--- src/bdpc_pkg.sv ---
package bdpc_pkg;

	localparam int TIME_BITS = 32;
	localparam int CMP_W = (TIME_BITS > 32) ? TIME_BITS : 32;
	localparam int NUM_BUTTONS = 3;
	localparam int ADDR_W = 3;

	localparam logic [31:0] DEBOUNCE_US_RESET = 32'd20000;
	localparam logic [31:0] HOLD_US_RESET = 32'd500000;

	// Register select is the word bit of the byte address.
	localparam logic REG_DEBOUNCE = 1'b0;
	localparam logic REG_HOLD = 1'b1;

	localparam int BTN_LEFT = 0;
	localparam int BTN_RIGHT = 1;
	localparam int BTN_CENTRE = 2;

	typedef logic [TIME_BITS-1:0] time_t;

	typedef enum logic [1:0] {
		PH_IDLE,
		PH_DOWN,
		PH_ACCEPT
	} phase_t;

	typedef enum logic [2:0] {
		ACT_NONE,
		ACT_PRESSED,
		ACT_PENDING,
		ACT_LONG,
		ACT_HOLDING
	} act_t;

	typedef struct packed {
		act_t left;
		act_t right;
		logic dual;
	} chord_res_t;

	function automatic logic elapsed_gt(time_t now, time_t start, logic [31:0] limit);
		time_t diff;
		diff = now - start;
		return CMP_W'(diff) > CMP_W'(limit);
	endfunction

endpackage

--- src/bdpc_if.sv ---
interface bdpc_poll_if;
	logic valid;
	logic ready;
	logic left_pin;
	logic right_pin;
	logic centre_pin;
	logic [31:0] now_us;

	modport source (output valid, left_pin, right_pin, centre_pin, now_us, input ready);
	modport sink (input valid, left_pin, right_pin, centre_pin, now_us, output ready);
endinterface

interface bdpc_result_if;
	logic valid;
	logic ready;
	logic [2:0] left_action;
	logic [2:0] right_action;
	logic [2:0] centre_action;
	logic dual_press;

	modport source (output valid, left_action, right_action, centre_action, dual_press,
		input ready);
	modport sink (input valid, left_action, right_action, centre_action, dual_press,
		output ready);
endinterface

--- src/bdpc_lane.sv ---
module bdpc_lane (
	input  logic               clk,
	input  logic               arst_n,
	input  logic               step,
	input  logic               pin,
	input  bdpc_pkg::time_t    now,
	input  logic [31:0]        debounce_us,
	input  logic [31:0]        hold_us,
	output bdpc_pkg::act_t     action
);
	import bdpc_pkg::*;

	phase_t deb_phase_q, deb_phase_d;
	time_t  deb_start_q, deb_start_d;
	phase_t act_phase_q, act_phase_d;
	time_t  act_start_q, act_start_d;
	logic   pressed;
	logic   down;

	assign pressed = ~pin;

	// Debouncer: a press is accepted once it has lasted longer than debounce_us.
	always_comb begin
		deb_phase_d = deb_phase_q;
		deb_start_d = deb_start_q;
		down = 1'b0;
		unique case (deb_phase_q)
			PH_DOWN: begin
				if (!pressed) begin
					deb_phase_d = PH_IDLE;
				end else if (elapsed_gt(now, deb_start_q, debounce_us)) begin
					deb_phase_d = PH_ACCEPT;
					down = 1'b1;
				end
			end
			PH_ACCEPT: begin
				if (!pressed) begin
					deb_phase_d = PH_IDLE;
				end else begin
					down = 1'b1;
				end
			end
			default: begin
				deb_phase_d = PH_IDLE;
				if (pressed) begin
					deb_phase_d = PH_DOWN;
					deb_start_d = now;
				end
			end
		endcase
	end

	// Classifier on the debounced level.
	always_comb begin
		act_phase_d = act_phase_q;
		act_start_d = act_start_q;
		action = ACT_NONE;
		unique case (act_phase_q)
			PH_DOWN: begin
				if (!down) begin
					act_phase_d = PH_IDLE;
					action = ACT_PRESSED;
				end else if (elapsed_gt(now, act_start_q, hold_us)) begin
					act_phase_d = PH_ACCEPT;
					action = ACT_LONG;
				end else begin
					action = ACT_PENDING;
				end
			end
			PH_ACCEPT: begin
				if (!down) begin
					act_phase_d = PH_IDLE;
				end else begin
					action = ACT_HOLDING;
				end
			end
			default: begin
				act_phase_d = PH_IDLE;
				if (down) begin
					act_phase_d = PH_DOWN;
					act_start_d = now;
					action = ACT_PENDING;
				end
			end
		endcase
	end

	always_ff @(posedge clk or negedge arst_n) begin
		if (!arst_n) begin
			deb_phase_q <= PH_IDLE;
			act_phase_q <= PH_IDLE;
		end else if (step) begin
			deb_phase_q <= deb_phase_d;
			act_phase_q <= act_phase_d;
		end
	end

	always_ff @(posedge clk) begin
		if (step) begin
			deb_start_q <= deb_start_d;
			act_start_q <= act_start_d;
		end
	end

	a_holding_needs_accept: assert property (@(posedge clk) disable iff (!arst_n)
		action == ACT_HOLDING |-> act_phase_q == PH_ACCEPT && deb_phase_q == PH_ACCEPT)
		else $error("holding reported without an accepted press");

	a_pressed_on_release: assert property (@(posedge clk) disable iff (!arst_n)
		action == ACT_PRESSED |-> deb_phase_d == PH_IDLE)
		else $error("short press reported while the debouncer still sees the button down");

	a_pending_starts: assert property (@(posedge clk) disable iff (!arst_n)
		step && act_phase_q == PH_IDLE && action == ACT_PENDING |=> act_phase_q == PH_DOWN)
		else $error("classifier did not enter the pressed phase");

endmodule

--- src/bdpc_chord.sv ---
module bdpc_chord (
	input  logic                  clk,
	input  logic                  arst_n,
	input  logic                  step,
	input  bdpc_pkg::act_t        left_raw,
	input  bdpc_pkg::act_t        right_raw,
	output bdpc_pkg::chord_res_t  res
);
	import bdpc_pkg::*;

	logic chord_active_q, chord_active_d;

	// While a chord lasts, both reported codes read none until both raw codes do.
	always_comb begin
		chord_active_d = chord_active_q;
		res.left = left_raw;
		res.right = right_raw;
		res.dual = 1'b0;
		if (!chord_active_q) begin
			if (left_raw != ACT_NONE && right_raw != ACT_NONE) begin
				chord_active_d = 1'b1;
				res.dual = (left_raw == ACT_PENDING) && (right_raw == ACT_PENDING);
				res.left = ACT_NONE;
				res.right = ACT_NONE;
			end
		end else begin
			if (left_raw == ACT_NONE && right_raw == ACT_NONE) begin
				chord_active_d = 1'b0;
			end
			res.left = ACT_NONE;
			res.right = ACT_NONE;
		end
	end

	always_ff @(posedge clk or negedge arst_n) begin
		if (!arst_n) begin
			chord_active_q <= 1'b0;
		end else if (step) begin
			chord_active_q <= chord_active_d;
		end
	end

	a_dual_suppresses: assert property (@(posedge clk) disable iff (!arst_n)
		res.dual |-> res.left == ACT_NONE && res.right == ACT_NONE)
		else $error("dual press reported with unsuppressed codes");

	a_dual_starts_chord: assert property (@(posedge clk) disable iff (!arst_n)
		step && res.dual |=> chord_active_q)
		else $error("dual press did not start a chord");

	a_chord_ends: assert property (@(posedge clk) disable iff (!arst_n)
		step && chord_active_q && left_raw == ACT_NONE && right_raw == ACT_NONE
		|=> !chord_active_q)
		else $error("chord did not end after both buttons released");

	a_active_suppresses: assert property (@(posedge clk) disable iff (!arst_n)
		chord_active_q |-> res.left == ACT_NONE && res.right == ACT_NONE && !res.dual)
		else $error("codes leaked during an active chord");

endmodule

--- src/button_debounce_press_classifier.sv ---
// Channel   Dir  Payload                                              Transfer
// poll      in   left_pin, right_pin, centre_pin, now_us[31:0]        valid & ready
// result    out  left/right/centre_action[2:0], dual_press            valid & ready
// apb       in   paddr[2:0], pwdata[31:0] -> prdata[31:0]             psel & penable & pready
//
// One poll per cycle: all three button lanes and the chord merge update in the cycle of
// the transfer, and the result sits in one output register.
// Throughput is set only by the output register: a poll is taken whenever that register
// is empty or is being drained in the same cycle.
// Reset clears all phases, the chord flag and the output valid; registers take their
// default times. A stalled result holds its register and stalls the poll channel.
module button_debounce_press_classifier (
	input  logic                           clk,
	input  logic                           arst_n,
	bdpc_poll_if.sink                      poll,
	bdpc_result_if.source                  result,
	input  logic                           psel,
	input  logic                           penable,
	input  logic                           pwrite,
	input  logic [bdpc_pkg::ADDR_W-1:0]    paddr,
	input  logic [31:0]                    pwdata,
	output logic [31:0]                    prdata,
	output logic                           pready
);
	import bdpc_pkg::*;

	logic [31:0] debounce_us_q;
	logic [31:0] hold_us_q;
	logic        step;
	time_t       now;
	logic [NUM_BUTTONS-1:0] pins;
	act_t        raw [NUM_BUTTONS];
	chord_res_t  chord_res;

	logic        valid_s1;
	act_t        left_s1;
	act_t        right_s1;
	act_t        centre_s1;
	logic        dual_s1;

	assign pready = 1'b1;

	always_ff @(posedge clk or negedge arst_n) begin
		if (!arst_n) begin
			debounce_us_q <= DEBOUNCE_US_RESET;
			hold_us_q <= HOLD_US_RESET;
		end else if (psel && penable && pwrite && pready) begin
			unique case (paddr[2])
				REG_DEBOUNCE: debounce_us_q <= pwdata;
				REG_HOLD: hold_us_q <= pwdata;
				default: ;
			endcase
		end
	end

	always_comb begin
		unique case (paddr[2])
			REG_DEBOUNCE: prdata = debounce_us_q;
			REG_HOLD: prdata = hold_us_q;
			default: prdata = '0;
		endcase
	end

	assign poll.ready = !valid_s1 || result.ready;
	assign step = poll.valid && poll.ready;
	assign now = TIME_BITS'(poll.now_us);
	assign pins[BTN_LEFT] = poll.left_pin;
	assign pins[BTN_RIGHT] = poll.right_pin;
	assign pins[BTN_CENTRE] = poll.centre_pin;

	for (genvar b = 0; b < NUM_BUTTONS; b++) begin : g_lane
		bdpc_lane u_lane (
			.clk         (clk),
			.arst_n      (arst_n),
			.step        (step),
			.pin         (pins[b]),
			.now         (now),
			.debounce_us (debounce_us_q),
			.hold_us     (hold_us_q),
			.action      (raw[b])
		);
	end

	bdpc_chord u_chord (
		.clk       (clk),
		.arst_n    (arst_n),
		.step      (step),
		.left_raw  (raw[BTN_LEFT]),
		.right_raw (raw[BTN_RIGHT]),
		.res       (chord_res)
	);

	always_ff @(posedge clk or negedge arst_n) begin
		if (!arst_n) begin
			valid_s1 <= 1'b0;
		end else if (poll.ready) begin
			valid_s1 <= poll.valid;
		end
	end

	always_ff @(posedge clk) begin
		if (step) begin
			left_s1 <= chord_res.left;
			right_s1 <= chord_res.right;
			centre_s1 <= raw[BTN_CENTRE];
			dual_s1 <= chord_res.dual;
		end
	end

	assign result.valid = valid_s1;
	assign result.left_action = 3'(left_s1);
	assign result.right_action = 3'(right_s1);
	assign result.centre_action = 3'(centre_s1);
	assign result.dual_press = dual_s1;

endmodule

--- src/flat_wrapper.sv ---
// flat-port wrapper written by rule: the top's interface ports become plain ports
module button_debounce_press_classifier_flat import bdpc_pkg::*;
  (clk, arst_n, psel, penable, pwrite, paddr, pwdata, prdata, pready, poll_valid, poll_left_pin, poll_right_pin, poll_centre_pin, poll_now_us, poll_ready, result_valid, result_left_action, result_right_action, result_centre_action, result_dual_press, result_ready);
  bdpc_poll_if poll_i ();
  bdpc_result_if result_i ();
  input  logic clk;
  input  logic arst_n;
  input  logic psel;
  input  logic penable;
  input  logic pwrite;
  input  logic [bdpc_pkg::ADDR_W-1:0] paddr;
  input  logic [31:0] pwdata;
  output logic [31:0] prdata;
  output logic pready;
  input wire logic [$bits(poll_i.valid)-1:0] poll_valid;
  input wire logic [$bits(poll_i.left_pin)-1:0] poll_left_pin;
  input wire logic [$bits(poll_i.right_pin)-1:0] poll_right_pin;
  input wire logic [$bits(poll_i.centre_pin)-1:0] poll_centre_pin;
  input wire logic [$bits(poll_i.now_us)-1:0] poll_now_us;
  output wire logic [$bits(poll_i.ready)-1:0] poll_ready;
  output wire logic [$bits(result_i.valid)-1:0] result_valid;
  output wire logic [$bits(result_i.left_action)-1:0] result_left_action;
  output wire logic [$bits(result_i.right_action)-1:0] result_right_action;
  output wire logic [$bits(result_i.centre_action)-1:0] result_centre_action;
  output wire logic [$bits(result_i.dual_press)-1:0] result_dual_press;
  input wire logic [$bits(result_i.ready)-1:0] result_ready;
  assign poll_i.valid = poll_valid;
  assign poll_i.left_pin = poll_left_pin;
  assign poll_i.right_pin = poll_right_pin;
  assign poll_i.centre_pin = poll_centre_pin;
  assign poll_i.now_us = poll_now_us;
  assign poll_ready = poll_i.ready;
  assign result_valid = result_i.valid;
  assign result_left_action = result_i.left_action;
  assign result_right_action = result_i.right_action;
  assign result_centre_action = result_i.centre_action;
  assign result_dual_press = result_i.dual_press;
  assign result_i.ready = result_ready;
  button_debounce_press_classifier u_core (.clk(clk), .arst_n(arst_n), .poll(poll_i), .result(result_i), .psel(psel), .penable(penable), .pwrite(pwrite), .paddr(paddr), .pwdata(pwdata), .prdata(prdata), .pready(pready));
endmodule
--- config.mk ---
export PLATFORM = sky130hd
export DESIGN_NAME = button_debounce_press_classifier_flat
export DESIGN_NICKNAME = d
export VERILOG_FILES = /design/src/bdpc_pkg.sv /design/src/bdpc_if.sv /design/src/bdpc_lane.sv /design/src/bdpc_chord.sv /design/src/button_debounce_press_classifier.sv /design/src/flat_wrapper.sv
export SDC_FILE = /design/constraint.sdc
export NUM_CORES = 1
export LEC_CHECK = 0
export BUFFER_PORTS_ARGS = -buffer_cell sky130_fd_sc_hd__buf_2
export CAP_MARGIN = 15
export CORE_ASPECT_RATIO = 2
export CORE_UTILIZATION = 46
export DETAILED_ROUTE_END_ITERATION = 6
export PLACE_DENSITY = 0.65
export RECOVER_POWER = 25
export SYNTH_ARGS = -nofsm -noshare
export SYNTH_HDL_FRONTEND = slang
export SYNTH_SLANG_ARGS = --single-unit
--- constraint.sdc ---
create_clock -name clk -period 6.95 [get_ports clk]
set_clock_uncertainty 0.15 [all_clocks]
set_input_delay 0.695 -clock clk [delete_from_list [all_inputs] [get_ports clk]]
set_output_delay 0.695 -clock clk [all_outputs]
set_load 0.01 [all_outputs]
==> flow_summary_export.csv, run 1 <==
group,metric,value,unit
critical_path,crit_fanout,12,
timing,setup_slack,0.506,ns
cells_and_area,syn_to_final_growth,11.6,%
global_route,grt_pass1_vias,19300,
yosys,ys.flop_type,"edfxtp_1",
floorplan,die_y,321,um
critical_path,r2r_start,"u_core.g_lane[1].u_lane.deb_start_q[6]",
yosys,synth_area_leaders,"edfxtp_1, ha_1, dfrtp_1",
clock_network,cts.clk_slew.worst_paths,0.07,ns
flow_run,max_cap_viol_count,0,
global_route,grt_max_degree,66,
place,placed_cells,3208,
yosys,yosys_warnings,0,
clock_network,cts_root_buffer,"clkbuf_16",
yosys,synthArstFlopShare,27.9,%
route,drcViolationCount,0,
floorplan,fp.dieW,162,um
global_route,grt_usage,26.3,%
run_status,status,"finished clean",
clock_network,cts.sinks,280,
critical_path,critPathRequiredTime,7.28,ns
critical_path,arrival,6.77,ns
critical_path,r2r_slack,0.77,ns
timing,rsz0062_at_grt,"false",
yosys,postSynthAreaPerCell,9.72,um^2
floorplan,coreArea,50200,um^2
timing,drv_slew,0,
global_route,antenna_found_initial,1,
yosys,synth.yosys.seq_area_share,34.3,%
timing,hold_ws,0.156,ns
route,routed_via_density,5.80,
timing,tightest_slew,1.12,ns
critical_path,end_kind,"register",
clock_network,postCtsSetupRepairBufs,0,
route,first_pass_iters,5,
place,pre_cts_ws,0.0858,ns
route,wirelength,67600,um
cells_and_area,final_cell_mix,"ha_1, inv_1, edfxtp_1",
cells_and_area,drive_gt1_share,10.9,%
timing,fin_crit_sh,92.7,%
timing,relSlewSlack,24.8,%
cells_and_area,nNetsFinal,3064,
global_route,grt_first_pass_wirelength,105000,um
yosys,synth_edf_count,202,
yosys,synth_area,23400,um^2
floorplan,start_util,46.7,%
timing,max_freq,155,MHz
place,gp_congestion,0.936,
place,hpwl,54500,um
critical_path,critPathCapture,"u_core.g_lane[0].u_lane.deb_phase_q[0]",
critical_path,crit_path_start,"poll_now_us[16]",
clock_network,insertion_delay,0.60,ns
critical_path,start_kind,"input port",
route,routedWlPerCell,20.7,um
timing,setup_viol,0,
yosys,syn_inst,2411,
floorplan,die-area,51900,um^2
yosys,netlist.area_leader.share,25.9,%
timing,hold_viol,0,
pwr,powerDensity,243,nW/um^2
pwr,vdd_drop_max,221,uV
floorplan,ioPinCount,122,
critical_path,reg2reg_depth,21,
pwr,p_leak,12.4,nW
place,io_buffers,118,
worst_hold_path,hp-class,"in -> reg",
cells_and_area,layout_commonest_cell,"ha_1",
cells_and_area,final-instance-count-excl-fill,3263,
yosys,yosys.cell_types.count,72,
clock_network,cts_inserted_buffers,29,
timing,period_needed,6.44,ns
critical_path,r2r-end,"u_core.g_lane[1].u_lane.act_start_q[25]",
route,ant_nets,0,
timing,fin_setup_tns,0,ns
yosys,ys_ff_latch,280,
route,num_vias,18900,
global_route,grt-ovfl-total,0,
yosys,syn_nets,2884,
critical_path,worst-setup-path-type,"in -> reg",
yosys,synth_area_leader_cell,"edfxtp_1",
route,drtIter0Drc,1013,
clock_network,cts_htree_levels,1,
clock_network,clockBufferDepth,3,
clock_network,cts_tree,"done",
floorplan,fp-row-count,116,
worst min-delay path by stage:
stage                                        start                        to  slack, ns  cells after the start
final                                   poll_valid       u_core.result.valid       0.16                      2
after global routing                    poll_valid       u_core.result.valid       0.16                      2
after CTS                               poll_valid       u_core.result.valid       0.14                      2
after detailed placement   u_core.debounce_us_q[7]   u_core.debounce_us_q[7]       0.34                      1
after global placement    u_core.debounce_us_q[12]  u_core.debounce_us_q[12]       0.34                      1
after floorplan                             arst_n   u_core.debounce_us_q[0]       0.25                      0
synthesized netlist by cell type, types with 22 or more instances:
master	number
ha_1	390
inv_1	304
edfxtp_1	202
a21oi_1	179
a21o_1	161
xnor2_1	120
nand2_1	119
o21ai_0	116
nor2_1	106
dfrtp_1	66
mux2_2	65
xor2_1	50
o21a_1	48
nand3_1	47
nand4_1	47
nor3_1	32
nand2b_1	31
nor2b_1	27
a31oi_1	25
and3_1	22
per-stage QoR:
stage	utilization, %	power, mW	instance area (um^2)
floorplan	-	3.87	23400
global placement	50.3	4.59	25200
detailed placement	50.3	4.69	25200
CTS	52.2	6.40	26200
global route	52.1	6.75	26200
finish	52.1	6.36	26200
critical path: stages:
cell and delay, ns:
clkbuf_1 0.71, ha_1 0.44, a21oi_1 0.26, inv_1 0.07, o31ai_1 0.28, o211ai_1 0.21, o22ai_1 0.32, o21a_1 0.23
nand2_1 0.10, a311oi_1 0.41, a21oi_1 0.16, xnor2_1 0.16, ha_1 0.30, nand4_1 0.13, or4_1 0.64, o21ai_0 0.39
o21ai_0 0.48, a21oi_1 0.41, o21ai_0 0.16, a22o_1 0.21
flip-flops by register name, indices dropped and copies added (netlist names), 3 cells and up:
name	count
u_core.g_lane.u_lane.deb_start_q	96
u_core.debounce_us_q	32
u_core.result.left_action	3
u_core.result.right_action	3
u_core.g_lane.u_lane.act_phase_q	6
u_core.g_lane.u_lane.act_start_q	96
u_core.result.centre_action	3
u_core.hold_us_q	32
u_core.g_lane.u_lane.deb_phase_q	6
power by group:
part	switching, mW	leakage [nW]	internal, mW	total [mW]
sequential	0.0912	2.78	1.99	2.08
clock	0.731	0.502	0.940	1.67
combinational	1.52	9.07	1.09	2.60
total	2.34	12.4	4.02	6.36
repair_timing:
action                                 in CTS  in global routing
hold buffers                                1                  0
resized for setup                           0                  0
endpoints found under the hold margin      32                  0
routing by layer:
layer  GRT usage (%)  share of wire (%)  up-vias
li1                -                  -     9181
met3            2.46                3.5      193
met1            25.6                 35     9042
met5               0                  0        -
met4            19.2                8.2        0
met2            50.6                 53      503
cell type report:
cell class,instances,area (um^2)
fill,4645,24100
multi-input combinational,1805,14200
sequential,280,8030
inverter,305,1140
timing repair buffer,170,961
clock buffer,37,850
tap,649,812
clock inverter,16,141
antenna,1,2.50
kinds of logic after synthesis:
family          after synthesis  synth area share [%]
compound gates              686                  19.4
buf+inv                     326                  5.24
flops                       280                  34.3
xor+xnor                    170                  6.35
mux                          67                  3.21
fa+ha+maj                   396                  21.3
simple gates                485                  10.2
other cells                   1                0.0160
Power figures use the tool's default switching activity.
==> inputs of run 2 (changes only) <==
- REMOVE_ABC_BUFFERS: default -> 1
==> run 2 against run 1 <==
Hold slack improved by 0.0061 ns. Global-route usage about the same. Cell area grew 0.22%. Routed wire length up 0.17%. Largest cell class unchanged. Critical endpoint is now u_core.result.dual_press. Largest power group unchanged. Setup slack got worse by 0.13 ns. Core utilization up 0.11 points.
==> flow_summary_export.csv, run 2 (synthesis results as in run 1) <==
group,metric,value,unit
clock_network,cts_htree_levels,1,
global_route,grt_first_pass_wirelength,104000,um
timing,drv_slew,0,
floorplan,ioPinCount,122,
run_status,status,"finished clean",
pwr,vdd_drop_max,209,uV
route,drcViolationCount,0,
timing,hold_viol,0,
clock_network,insertion_delay,0.60,ns
critical_path,crit_fanout,12,
cells_and_area,nFillCells,4634,
clock_network,clockBufferDepth,3,
floorplan,coreArea,50200,um^2
worst_hold_path,hold_depth,2,
floorplan,fp-row-count,116,
critical_path,end_kind,"register",
critical_path,critPathRequiredTime,7.14,ns
worst_hold_path,min_from,"poll_valid",
global_route,grt_max_degree,66,
place,hpwl,54600,um
place,gp_congestion,0.923,
route,num_vias,18900,
global_route,grt-ovfl-total,0,
cells_and_area,syn_to_final_growth,11.9,%
cells_and_area,final_cell_mix,"ha_1, inv_1, edfxtp_1",
route,first_pass_iters,7,
cells_and_area,reg_top3,"u_core.g_lane.u_lane.act_start_q: 96 flops, u_core.g_lane.u_lane.deb_start_q: 96 flops",
pwr,p_leak,12.4,nW
critical_path,start_kind,"input port",
timing,relSlewSlack,28.5,%
floorplan,die-area,51900,um^2
critical_path,r2r-end,"u_core.g_lane[2].u_lane.act_start_q[31]",
clock_network,cts_tree,"done",
timing,max_freq,152,MHz
critical_path,reg2reg_depth,27,
cells_and_area,final_core_util,52.2,%
clock_network,postCtsSetupRepairBufs,0,
cells_and_area,drive_gt1_share,11.0,%
timing,setup_viol,0,
route,routed_via_density,5.79,
timing,period_needed,6.58,ns
floorplan,fp.dieW,162,um
place,io_buffers,118,
critical_path,r2r_slack,0.79,ns
timing,hold_ws,0.162,ns
timing,rsz0062_at_grt,"false",
timing,fin_setup_tns,0,ns
timing,fin_crit_sh,94.6,%
cells_and_area,antennaDiodeCount,0,
route,routedWlPerCell,20.8,um
critical_path,max_stage_delay,0.75,ns
cells_and_area,layout_commonest_cell,"ha_1",
clock_network,cts_inserted_buffers,29,
pwr,powerDensity,245,nW/um^2
clock_network,cts_root_buffer,"clkbuf_16",
worst_hold_path,min_to,"u_core.result.valid",
global_route,grt_usage,26.3,%
timing,tightest_slew,1.07,ns
worst_hold_path,hp-class,"in -> reg",
critical_path,worst-setup-path-type,"in -> reg",
global_route,grt_pass1_vias,19500,
clock_network,cts.clk_slew.worst_paths,0.07,ns
critical_path,r2r_start,"u_core.g_lane[2].u_lane.deb_start_q[0]",
critical_path,worstPathCellList,"clkbuf_1 > ha_1 > o21a_1 > o21a_1 > o41ai_1 > a31oi_1 > a221o_1 > a221oi_1 > a21oi_1 > a31o_2 > a31oi_1 > xnor2_1 > ha_1 > nand4_1 > nor3_1 > nand2_1 > or3_1 > or3_1 > a21boi_0 > buf_4 > nand2_1 > a2111oi_1",
route,drtIter0Drc,958,
route,wirelength,67700,um
flow_run,max_cap_viol_count,0,
floorplan,start_util,46.7,%
floorplan,die_y,321,um
global_route,antenna_found_initial,0,
route,ant_nets,0,
critical_path,arrival,6.77,ns
cells_and_area,nNetsFinal,3062,
critical_path,cp.buffers_inverters,2,
critical_path,path_delay_family,"compound AO/OA/AOI/OAI gates",
critical_path,worst_path_max_delay_cell,"clkbuf_1",
clock_network,cts.sinks,280,
-- run 2: worst max-delay path by stage --
stage	startpoint	to	slack [ns]	depth (start not counted)
floorplan	poll_now_us[0]	u_core.g_lane[2].u_lane.act_start_q[0]	-0.08	25
global placement	poll_now_us[0]	u_core.g_lane[2].u_lane.act_start_q[24]	0.1	29
detailed placement	poll_now_us[0]	u_core.result.dual_press	0.05	26
CTS	poll_now_us[0]	u_core.result.dual_press	0.65	26
global route	poll_now_us[6]	u_core.result.right_action[1]	0.09	21
finish	poll_now_us[5]	u_core.result.dual_press	0.37	22
-- run 2: where the power goes --
group	internal (mW)	switching, mW
logic	1.09	1.51
registers	1.99	0.0910
clock network	1.01	0.732
total	4.08	2.34
-- run 2: layout make-up --
type / instances / area, um^2 / area share (%)
clock inverters: 10 / 75.1 / 0.286
inverters: 305 / 1140 / 4.37
multi-input cells: 1805 / 14200 / 54.2
repair buffers: 168 / 960 / 3.66
well taps: 649 / 812 / 3.10
flip-flops and latches: 280 / 8030 / 30.6
clock buffers: 43 / 977 / 3.73
-- run 2: per-stage QoR --
step	power, mW	worst slack [ns]	cells	instance area [um^2]
6_report	6.42	0.372	3260	26200
4_1_cts	6.46	0.654	3260	26300
3_5_place_dp	4.70	0.0527	3206	25200
2_1_floorplan	3.86	-0.0838	2390	23400
3_3_place_gp	4.58	0.0981	3206	25200
5_1_grt	6.81	0.0895	3260	26200
-- run 2: layer usage --
metal / vias up / global-route usage [%] / wire length (um)
met4: 0 / 23.0 / 6730
met3: 230 / 2.28 / 2260
met2: 530 / 49.2 / 34900
met1: 8941 / 25.4 / 23800
met5: - / 0 / 0
li1: 9172 / - / -
-- run 2: what timing repair did --
item	in CTS	in global routing
resized for setup	0	0
hold buffers	1	0
endpoints found under the setup margin	0	0
hold endpoints to repair	16	0
